### src/rtl/gri_pkg.sv
package gri_pkg;

  // Response frame status field: bits 27:26 of the word, bits 3:2 of the first byte
  localparam logic [7:0] STATUS_MASK = 8'h0C;
  localparam logic [7:0] STATUS_GOOD = 8'h04;

  // Item operations
  localparam logic OP_FRAME = 1'b0;
  localparam logic OP_LOAD  = 1'b1;

  // Register indexes on the configuration port
  localparam logic REG_MODE  = 1'b0;
  localparam logic REG_SCALE = 1'b1;

  localparam int RATE_W  = 16;
  localparam int ANGLE_W = 48;
  localparam int SCALE_W = 32;
  localparam int FRAC_W  = 16;

  typedef enum logic [1:0] {
    TS_IDLE,
    TS_WIN,
    TS_STAT,
    TS_OUT
  } top_state_t;

  typedef enum logic [2:0] {
    SS_IDLE,
    SS_SQR,
    SS_QUAD,
    SS_MAC,
    SS_DIV
  } stat_state_t;

  typedef struct packed {
    logic busy;
    logic done;
  } unit_sts_t;

endpackage

### src/rtl/gri_window.sv
module gri_window import gri_pkg::*; #(
  parameter int WL    = 101,
  parameter int CW    = $clog2(WL + 1),
  parameter int SUM_W = CW + 16,
  parameter int SQ_W  = CW + 31
) (
  input  logic                    clk,
  input  logic                    rst,
  input  logic                    add,
  input  logic signed [RATE_W-1:0] sample,
  output logic signed [SUM_W-1:0] sum,
  output logic [SQ_W-1:0]         sq,
  output logic [CW-1:0]           count,
  output unit_sts_t               sts
);

  localparam int AW = $clog2(WL);

  logic signed [RATE_W-1:0] mem [WL];
  logic signed [RATE_W-1:0] rd_data;
  logic signed [RATE_W-1:0] smp;
  logic signed [RATE_W-1:0] old;
  logic [AW-1:0]            oldest;
  logic [AW-1:0]            slot;
  logic                     pend;
  logic                     full_q;
  logic                     done;
  logic                     full;
  logic [AW:0]              pos;
  logic [AW:0]              pos_wrap;
  logic signed [31:0]       p_new;
  logic signed [31:0]       p_old;

  assign full     = (count == CW'(WL));
  assign pos      = (AW+1)'(oldest) + (AW+1)'(count);
  assign pos_wrap = (pos >= (AW+1)'(WL)) ? pos - (AW+1)'(WL) : pos;
  // Only a full window evicts: drop the oldest sample from the sums
  assign old      = full_q ? rd_data : '0;
  assign p_new    = smp * smp;
  assign p_old    = old * old;

  // Read the oldest entry every cycle; the data lands in the next cycle
  always_ff @(posedge clk) begin
    rd_data <= mem[oldest];
    if (pend) begin
      mem[slot] <= smp;
    end
  end

  always_ff @(posedge clk) begin
    if (add) begin
      smp    <= sample;
      full_q <= full;
      slot   <= full ? oldest : pos_wrap[AW-1:0];
    end
  end

  always_ff @(posedge clk) begin
    if (rst) begin
      pend   <= 1'b0;
      done   <= 1'b0;
      count  <= '0;
      oldest <= '0;
      sum    <= '0;
      sq     <= '0;
    end else begin
      pend <= add;
      done <= pend;
      if (pend) begin
        sum <= sum - SUM_W'(old) + SUM_W'(smp);
        sq  <= sq - SQ_W'($unsigned(p_old)) + SQ_W'($unsigned(p_new));
        if (full_q) begin
          oldest <= (oldest == AW'(WL - 1)) ? '0 : oldest + 1'b1;
        end else begin
          count <= count + 1'b1;
        end
      end
    end
  end

  assign sts = '{busy: pend, done: done};

endmodule

### config.mk
export PLATFORM = sky130hd
export DESIGN_NAME = gri_window
export DESIGN_NICKNAME = d
export VERILOG_FILES = /design/src/rtl/gri_pkg.sv /design/src/rtl/gri_window.sv
export SDC_FILE = /design/constraint.sdc
export NUM_CORES = 2
export LEC_CHECK = 0
export BUFFER_PORTS_ARGS = -buffer_cell sky130_fd_sc_hd__buf_2
export CAP_MARGIN = 20
export CORE_MARGIN = 8
export CORE_UTILIZATION = 50
export DETAILED_ROUTE_END_ITERATION = 8
export GPL_TIMING_DRIVEN = 0
export PLACE_DENSITY = 0.65
export SYNTH_ARGS = -nofsm -noshare
export SYNTH_HDL_FRONTEND = slang
export SYNTH_SLANG_ARGS = --single-unit
### constraint.sdc
create_clock -name clk -period 14.05 [get_ports clk]
set_input_delay 2.81 -clock clk [delete_from_list [all_inputs] [get_ports clk]]
set_output_delay 2.81 -clock clk [all_outputs]
set_load 0.01 [all_outputs]
==> out/qor.yml <==
finish:
  final_util_pct: 57.12
  seq_area_um2: 51110
  multi_input_area_um2: 33480
  layout-drive-gt1-share_pct: 19.75
  stdcell_count: 8268
  fill_cells: 13363
  syn_to_final_growth_pct: 13.79
  nets: 6572
yosys:
  synth-edff-count: 1640
  ys_types: 76
  synth_area_leader_cell: "edfxtp_1"
  yosysWarnings: 0
  seq_area_frac_synth_pct: 58.01
  async_flop_share_pct: 0
  ys_seq_elements: 1733
  synth_top_area_share_pct: 55.89
  synth_fp_nets: 6166
  yosysMostFrequentCell: "edfxtp_1"
  synthFlopType: "edfxtp_1"
  yosys-top-cells-count: "edfxtp_1 (1,640), inv_1 (765), fa_1 (531)"
  syn_avg_cell_area_um2: 16.40
  netlist_area_um2: 88110
  syn_inst: 5373
  synth.area.top_cells: "edfxtp_1 (56%), mux4_2 (13%), fa_1 (12%), ha_1 (3.5%), inv_1 (3.3%)"
clock_network:
  cts_made_buffers: 174
  root_buffer: "clkbuf_16"
  cts.path.max_buffers: 3
  htree_levels: 4
  clk_pin_slew_ns: 0.06
  cts_resized: 0
  cts_tree: "done"
  insertion_delay_ns: 0.83
  cts_hold_buffers: 0
  cts.sinks: 1733
  post_cts.repair.setup_buffers: 0
placement:
  place_inst: 7942
  place.detailed.hpwl_um: 169300
  gp_congestion: 0.9450
  port_buffers: 88
grt:
  antenna_found_initial: 5
  grt_max_degree: 33
  grt_overflow: 0
  grt_pass1_vias: 49641
  grtUsageTotal_pct: 23.91
  grt_pass1_wl_um: 334300
timing:
  rsz0062_at_grt: "false"
  hold_ws_ns: 0.5301
  min_period_ns: 11.88
  worst_pin_slew_ns: 1.189
  setup_viol: 0
  hold_viol: 0
  slew_viol_final: 0
  relSlewSlack_pct: 20.71
  finalCritPeriodShare_pct: 84.57
  fmax_mhz: 84.16
  skew_ns: 0.04724
worst_hold_path:
  hold_class: "register to register"
drt:
  routedWlPerCell_um: 27.45
  drc: 0
  vias: 47959
  wl_um: 226900
  vias_per_cell: 5.801
  first_pass_iters: 5
  dr.first_iter.drc_count: 4616
  ant_nets: 0
floorplanning:
  die_x_um: 435.8
  ios: 89
  die-area_um2: 189900
  rows: 154
  core_area_um2: 175500
  die_y_um: 435.8
  initial_core_util_pct: 50.19
critical_path:
  worstPathArrival_ns: 12.57
  slowest_delay_ns: 0.87
  cp_slowest_cell: "edfxtp_1"
  crit_type: "register to register"
  path_buf_inv: 9
  cp-end-kind: "register"
  required_ns: 14.74
  cp-start-kind: "register"
  cpLargestDelayFamily: "adder cells"
  path_max_fanout: 14
  worst_path_most_repeated_cell: "fa_1"
job:
  maxCapViolations: 0
run_status:
  status: "finished, final reports clean"
==> worst register-to-register path: cells and delay by family (launching register included) <==
| family | cells | cell delay [ns] |
|---|---|---|
| and+or+nand+nor | 4 | 0.84 |
| AOI/OAI and AO/OA | 12 | 3.44 |
| adders and majority gates | 9 | 4.02 |
| xor gates and xnor gates | 2 | 0.60 |
| buffers and inverters | 9 | 1.97 |
| DFF | 1 | 0.87 |
==> layer usage <==
metal / vias up / GRT usage, % / part of all wire (%)
met1: 25413 / 32.48 / 40
met4: 2 / 9.072 / 4.1
met2: 1727 / 39.49 / 49
met5: - / 0 / 0.0057
met3: 386 / 3.526 / 6.4
li1: 20431 / - / -
==> placed cells by master (no fill, tap or decap), drive strengths merged, types with 5 or more instances in the layout <==
cell,count
nand4,7
nor2,288
a211oi,27
nand2b,22
inv,771
xor2,42
clkinv,92
and3,65
nor3,22
mux2i,59
edfxtp,1640
or2,7
and2,36
o21bai,24
clkbuf,355
nand2,229
a21oi,124
mux2,19
clkinvlp,5
nor2b,42
bufinv,10
xnor2,105
fa,531
a21o,54
o21a,14
dfxtp,93
a22o,5
a21boi,6
buf,302
o211ai,5
ha,243
or3,7
a31o,7
o21ai,63
and4,5
mux4,512
nand3,33
==> area by class of cell <==
| class | instances | share of cell area [%] |
|---|---|---|
| Buffer | 210 | 0.8798 |
| Sequential cell | 1733 | 50.98 |
| Tap cell | 2340 | 2.920 |
| Multi-Input combinational cell | 2656 | 33.39 |
| Timing Repair Buffer | 230 | 3.409 |
| Clock inverter | 104 | 0.9148 |
| Inverter | 774 | 2.898 |
| Clock buffer | 217 | 4.598 |
| Antenna cell | 4 | 0.009984 |
==> flip-flops by register name, summed over array words and instances, names as in the netlist <==
register  flops
smp          16
sum          23
rd_data      16
count         7
full_q        1
pend          1
done          1
mem        1616
slot          7
sq           38
oldest        7
==> per-stage QoR <==
step	setup TNS, ns	area, um2	setup slack (ns)
global placement	-1.231	91480	-0.4851
detailed placement	0	94720	2.247
finish	0	100300	2.168
CTS	0	100200	2.183
global route	0	100300	1.664
floorplan	0	88110	4.088
==> cells by family (layout without fill, tap and decap cells) <==
logic type                 after synthesis  after routing  synth area share, %
other                                    0              4                    0
DFF                                   1733           1733                58.01
buffers and inverters                  984           1535                4.286
muxes                                  590            590                14.00
adders and majority gates              774            774                15.52
and+or+nand+nor                        775            775                3.995
xor gates and xnor gates               147            147                1.461
AOI/OAI and AO/OA                      370            370                2.736
==> worst paths after layout <==
check	from	to	slack [ns]	cells after the start
min	sq[7]	sq[7]	0.53	2
min reg2reg	sq[7]	sq[7]	0.53	2
max reg2reg	smp[8]	sq[36]	2.17	36
max	smp[8]	sq[36]	2.17	36
Power is not shown: default switching activity piles up to over one toggle a cycle in this logic, so the estimate is an artifact.
