<file path="src/rtl/gri_pkg.sv">
package gri_pkg;

  // Response frame status field: bits 27:26 of the word, bits 3:2 of the first byte
  localparam logic [7:0] STATUS_MASK = 8'h0C;
  localparam logic [7:0] STATUS_GOOD = 8'h04;

  // Item operations
  localparam logic OP_FRAME = 1'b0;
  localparam logic OP_LOAD  = 1'b1;

  // Register indexes on the configuration port
  localparam logic REG_MODE  = 1'b0;
  localparam logic REG_SCALE = 1'b1;

  localparam int RATE_W  = 16;
  localparam int ANGLE_W = 48;
  localparam int SCALE_W = 32;
  localparam int FRAC_W  = 16;

  typedef enum logic [1:0] {
    TS_IDLE,
    TS_WIN,
    TS_STAT,
    TS_OUT
  } top_state_t;

  typedef enum logic [2:0] {
    SS_IDLE,
    SS_SQR,
    SS_QUAD,
    SS_MAC,
    SS_DIV
  } stat_state_t;

  typedef struct packed {
    logic busy;
    logic done;
  } unit_sts_t;

endpackage

</file>
<file path="src/rtl/gri_div.sv">
module gri_div import gri_pkg::*; #(
  parameter int DW = 8,
  parameter int VW = 8
) (
  input  logic          clk,
  input  logic          rst,
  input  logic          start,
  input  logic [DW-1:0] dividend,
  input  logic [VW-1:0] divisor,
  output logic [DW-1:0] quotient,
  output unit_sts_t     sts
);

  localparam int CNT_W = $clog2(DW + 1);

  logic [DW-1:0]    quo;
  logic [VW-1:0]    rem;
  logic [CNT_W-1:0] steps;
  logic             busy;
  logic             done;
  logic [VW:0]      trial;
  logic [VW:0]      diff;
  logic             fits;

  // Restoring division, one quotient bit a cycle, MSB first
  assign trial = {rem, quo[DW-1]};
  assign diff  = trial - {1'b0, divisor};
  assign fits  = (trial >= {1'b0, divisor});

  always_ff @(posedge clk) begin
    if (rst) begin
      busy  <= 1'b0;
      done  <= 1'b0;
      steps <= '0;
    end else begin
      done <= 1'b0;
      if (start) begin
        busy  <= 1'b1;
        steps <= CNT_W'(DW);
      end else if (busy) begin
        steps <= steps - 1'b1;
        if (steps == CNT_W'(1)) begin
          busy <= 1'b0;
          done <= 1'b1;
        end
      end
    end
  end

  always_ff @(posedge clk) begin
    if (start) begin
      quo <= dividend;
      rem <= '0;
    end else if (busy) begin
      rem <= fits ? diff[VW-1:0] : trial[VW-1:0];
      quo <= {quo[DW-2:0], fits};
    end
  end

  assign quotient = quo;
  assign sts      = '{busy: busy, done: done};

endmodule

</file>
<file path="src/rtl/gri_stats.sv">
module gri_stats import gri_pkg::*; #(
  parameter int WL    = 101,
  parameter int CW    = $clog2(WL + 1),
  parameter int SUM_W = CW + 16,
  parameter int SQ_W  = CW + 31
) (
  input  logic                     clk,
  input  logic                     rst,
  input  logic                     start,
  input  logic signed [SUM_W-1:0]  sum,
  input  logic [SQ_W-1:0]          sq,
  input  logic [CW-1:0]            count,
  output logic signed [RATE_W-1:0] offset,
  output logic [ANGLE_W-1:0]       spread,
  output unit_sts_t                sts
);

  localparam int N2_W  = 2 * CW;
  localparam int N4_W  = 4 * CW;
  localparam int NUM_W = SQ_W + N2_W;
  localparam int DVD_W = NUM_W + FRAC_W;

  stat_state_t state, state_next;

  logic [CW-1:0]           n;
  logic signed [SUM_W-1:0] s;
  logic [SQ_W-1:0]         sqv;
  logic [N2_W-1:0]         n2;
  logic [N4_W-1:0]         n4;
  logic [NUM_W-1:0]        s2;
  logic [NUM_W-1:0]        acc;
  logic [NUM_W-1:0]        mcand;
  logic [N2_W-1:0]         mplier;
  logic [SUM_W-1:0]        mag;
  logic                    neg;
  logic                    done;
  logic                    div_start;
  logic [NUM_W-1:0]        num;
  logic [SUM_W-1:0]        mean_q;
  logic [DVD_W-1:0]        spread_q;
  logic signed [2*SUM_W-1:0] s_sq;
  unit_sts_t               mean_sts;
  unit_sts_t               spread_sts;

  assign s_sq = s * s;
  // The variance numerator is never negative in exact arithmetic; clamp anyway
  assign num  = (acc >= s2) ? acc - s2 : '0;

  always_comb begin
    state_next = state;
    case (state)
      SS_IDLE: if (start) state_next = SS_SQR;
      SS_SQR:  state_next = SS_QUAD;
      SS_QUAD: state_next = SS_MAC;
      SS_MAC:  if (mplier == '0) state_next = SS_DIV;
      SS_DIV:  if (spread_sts.done) state_next = SS_IDLE;
      default: state_next = SS_IDLE;
    endcase
  end

  always_comb begin
    div_start = 1'b0;
    case (state)
      SS_MAC:  div_start = (mplier == '0);
      default: div_start = 1'b0;
    endcase
  end

  always_ff @(posedge clk) begin
    if (rst) begin
      state  <= SS_IDLE;
      done   <= 1'b0;
      offset <= '0;
      spread <= '0;
    end else begin
      state <= state_next;
      done  <= (state == SS_DIV) && spread_sts.done;
      if (mean_sts.done) begin
        offset <= neg ? -RATE_W'(mean_q) : RATE_W'(mean_q);
      end
      if (spread_sts.done) begin
        spread <= ANGLE_W'(spread_q);
      end
    end
  end

  always_ff @(posedge clk) begin
    case (state)
      SS_IDLE: begin
        n   <= count;
        s   <= sum;
        sqv <= sq;
      end
      SS_SQR: begin
        n2  <= N2_W'(n) * N2_W'(n);
        s2  <= NUM_W'($unsigned(s_sq));
        neg <= s[SUM_W-1];
        mag <= s[SUM_W-1] ? $unsigned(-s) : $unsigned(s);
      end
      SS_QUAD: begin
        n4     <= N4_W'(n2) * N4_W'(n2);
        acc    <= '0;
        mcand  <= NUM_W'(sqv);
        mplier <= n2;
      end
      SS_MAC: begin
        // Shift-add: one bit of n*n a cycle
        if (mplier != '0) begin
          if (mplier[0]) begin
            acc <= acc + mcand;
          end
          mcand  <= {mcand[NUM_W-2:0], 1'b0};
          mplier <= {1'b0, mplier[N2_W-1:1]};
        end
      end
      default: begin
      end
    endcase
  end

  gri_div #(.DW(SUM_W), .VW(CW)) u_mean_div (
    .clk      (clk),
    .rst      (rst),
    .start    (div_start),
    .dividend (mag),
    .divisor  (n),
    .quotient (mean_q),
    .sts      (mean_sts)
  );

  gri_div #(.DW(DVD_W), .VW(N4_W)) u_spread_div (
    .clk      (clk),
    .rst      (rst),
    .start    (div_start),
    .dividend ({num, {FRAC_W{1'b0}}}),
    .divisor  (n4),
    .quotient (spread_q),
    .sts      (spread_sts)
  );

  assign sts = '{busy: (state != SS_IDLE), done: done};

endmodule

</file>
<file path="config.mk">
export PLATFORM = sky130hd
export DESIGN_NAME = gri_stats
export DESIGN_NICKNAME = d
export VERILOG_FILES = /design/src/rtl/gri_pkg.sv /design/src/rtl/gri_div.sv /design/src/rtl/gri_stats.sv
export SDC_FILE = /design/constraint.sdc
export NUM_CORES = 2
export LEC_CHECK = 0
export ABC_CLOCK_PERIOD_IN_PS = 8300
export BUFFER_PORTS_ARGS = -buffer_cell sky130_fd_sc_hd__buf_4
export CORE_ASPECT_RATIO = 0.8
export CORE_MARGIN = 5
export CORE_UTILIZATION = 30
export CTS_CLUSTER_SIZE = 24
export DETAILED_ROUTE_END_ITERATION = 10
export PLACE_DENSITY = 0.49
export SYNTH_ARGS = -nofsm -noshare
export SYNTH_HDL_FRONTEND = slang
export SYNTH_SLANG_ARGS = --single-unit
</file>
<file path="constraint.sdc">
create_clock -name clk -period 8.3 [get_ports clk]
set_clock_uncertainty 0.1 [all_clocks]
set_input_delay 1.245 -clock clk [delete_from_list [all_inputs] [get_ports clk]]
set_output_delay 1.245 -clock clk [all_outputs]
set_load 0.01 [all_outputs]
</file>
==> impl_metrics.yaml <==
route:
  drc: 0
  drt_iter0_markers: 2007
  via_count: 33759
  vias_per_cell: 4.64
  wl_um: 132000
  wire_per_inst_um: 18.2
  first_pass_iters: 5
  antenna_left: 0
global_routing:
  grt.total_usage: 0.154
  met3_usage: 0.0269
  gr-usage-met1: 0.230
  antenna_found_initial: 2
  grt_pass1_wl_um: 210000
  grt_pass1_vias: 35100
  top_usage_layer: "met2"
  use_met2: 0.235
  grt_max_degree: 86
  grt_overflow: 0
clock_tree:
  htree_levels: 2
  clk_latency_ps: 700
  cts_buffers: 61
  cts_resized: 0
  cts_hold_buf: 0
  post_cts_buffers: 0
  cts_root_buf: "clkbuf_16"
  cts_tree: "done"
  clkTransAtPathRegs_ps: 60
  cts_max_path_buffers: 3
  cts_sinks: 504
cells_and_area:
  drive_gt1_frac: 0.0728
  final_cell_mix: "inv_1 (875), fa_1 (633), nand2_1 (528)"
  final_util: 0.337
  syn2layout_area_growth_pct: 11.8
  final_common_cell: "inv_1"
  final_area_um2: 55300
  nNetsFinal: 6160
  stdcell_count: 7274
floorplan:
  start_util: 0.301
  core-area_um2: 164000
  num_io_pins: 137
  die_x_um: 464
  die_area_um2: 173000
  num_rows: 133
  die_height_um: 373
flow_run:
  cap_violations: 0
yosys:
  yosys.area.top_type: "fa_1"
  yosys_warnings: 0
  synth-seq-area-share: 0.279
  async_flop_share: 0
  synth_area_leaders: "fa_1 (26%), edfxtp_1 (22%), ha_1 (10%)"
  synth_top_area_frac: 0.256
  ys_ff_latch: 504
  synth_area_um2: 49500
  synth-edff-count: 369
  ys.flop_type: "edfxtp_1"
  synth_cells: 4953
  synth.avg_cell_area_um2: 9.99
  ys_types: 91
sta:
  hold_viol: 0
  slew_viol_final: 0
  fin_tns_setup_ps: 0
  setup-violations-final: 0
  period_needed_ps: 7960
  max_slew_margin: 0.317
  fmax_ghz: 0.126
  tightest_slew_ps: 1020
  rsz0062_at_grt: "false"
  fin_crit_sh: 0.959
place:
  dp_hpwl_um: 107000
  dp.cells: 7151
  numPortBuffers: 136
  postPlaceCellArea_um2: 53100
  gp_congestion: 0.854
worst_setup_path:
  worstPathRequired_ps: 8600
  rr_endpoint: "s2[40]"
  setup.worst_path.class: "reg2reg"
  reg2regPathDepth: 24
  r2r_slack_ps: 340
  r2r_start: "s[6]"
  critPathArrivalTime_ps: 8260
  worst_setup_path_start_kind: "register"
  critPathMaxFanout: 16
  endpoint_kind: "register"
min_path:
  hold_end: "u_spread_div.rem[27]"
  hold_start: "u_spread_div.rem[27]"
  worstHoldPathCells: 2
  hold_path.class: "reg2reg"
status:
  status: "finished clean"
layer usage:
metal | wire length, um | vias up
met5 | 0 | -
met2 | 56800 | 577
met4 | 2040 | 0
li1 | - | 16342
met3 | 6550 | 106
met1 | 66900 | 16734
final cells by class:
cell class                 count  area (um2)
antenna                        1        2.50
clock buffer                  79        1720
clock inverter                37         424
fill                       16768      109000
inverter                     879        3300
multi-input combinational   3397       31700
sequential                   504       13800
tap                         2160        2700
timing repair buffer         217        1640
kinds of logic after synthesis:
| kind of cell | count (synthesis) | synth area share |
|---|---|---|
| and+or+nand+nor | 1281 | 0.121 |
| buffers and inverters | 1056 | 0.0812 |
| adders and majority gates | 1029 | 0.356 |
| AOI/OAI and AO/OA | 727 | 0.0971 |
| DFF | 504 | 0.279 |
| xor gates and xnor gates | 259 | 0.0459 |
| muxes | 95 | 0.0194 |
| other | 2 | 0.000152 |
sequential cells by signal (all words and copies together) (netlist names), 3 cells and up:
signal and count:
u_spread_div.quotient 68, acc 52, mcand 52, spread 48, s2 44, sqv 38
u_spread_div.rem 28, n4 27, mag 23, s 23, u_mean_div.quotient 23, offset 16
mplier 14, n2 13, n 7, u_mean_div.rem 7, u_spread_div.steps 7, u_mean_div.steps 5
state 3
cells in the mapped netlist, types with 11 or more instances:
| master | instances |
|---|---|
| nand2b_1 | 36 |
| a22o_1 | 49 |
| mux2i_1 | 89 |
| a21boi_0 | 11 |
| o31ai_1 | 21 |
| and3_1 | 29 |
| nand4_1 | 30 |
| xnor2_1 | 160 |
| nor3_1 | 48 |
| o21a_1 | 29 |
| edfxtp_1 | 369 |
| xor2_1 | 99 |
| a31o_2 | 12 |
| a21oi_1 | 209 |
| ha_1 | 396 |
| o21ai_0 | 133 |
| o21bai_1 | 23 |
| nor4_1 | 16 |
| a211oi_1 | 37 |
| inv_1 | 877 |
| nand3_1 | 42 |
| a21o_1 | 92 |
| a31oi_1 | 23 |
| dfxtp_1 | 135 |
| buf_1 | 12 |
| nor2b_1 | 52 |
| nor2_1 | 269 |
| nand2_1 | 528 |
| and2_1 | 170 |
| clkbuf_1 | 152 |
| fa_1 | 633 |
metrics by stage:
step                      hold slack (ps)  setup WS (ps)
after global placement                363            493
after CTS                             377            371
after floorplan                       346            811
after detailed placement              372            426
after global routing                  410           2.38
final                                 378            341
worst max-delay path, cell delays in order, from the launching register on:
cell and delay (ps):
edfxtp_1 900, nand2_1 160, fa_1 610, inv_1 70
fa_1 510, inv_1 60, fa_1 470, inv_1 50
fa_1 490, inv_1 50, fa_1 530, inv_1 50
fa_1 490, fa_1 420, ha_1 350, a21o_1 190
a221o_1 340, a21oi_1 150, o31a_2 170, a211o_1 220
a211oi_1 130, or4_1 590, a31oi_1 290, o21ai_1 130
xor2_1 150
worst max-delay path by stage:
stage	startpoint	end	slack, ps	cells past startpoint
2_1_floorplan	s[4]	s2[40]	810	26
3_3_place_gp	s[14]	s2[31]	490	23
3_5_place_dp	s[6]	s2[40]	430	24
4_1_cts	s[6]	s2[40]	370	24
5_1_grt	s[9]	s2[40]	2	25
6_report	s[6]	s2[40]	340	24
Power is left out: the tool's default activity adds up to more than one toggle a clock period on the data nets, which glitch-free logic cannot reach.
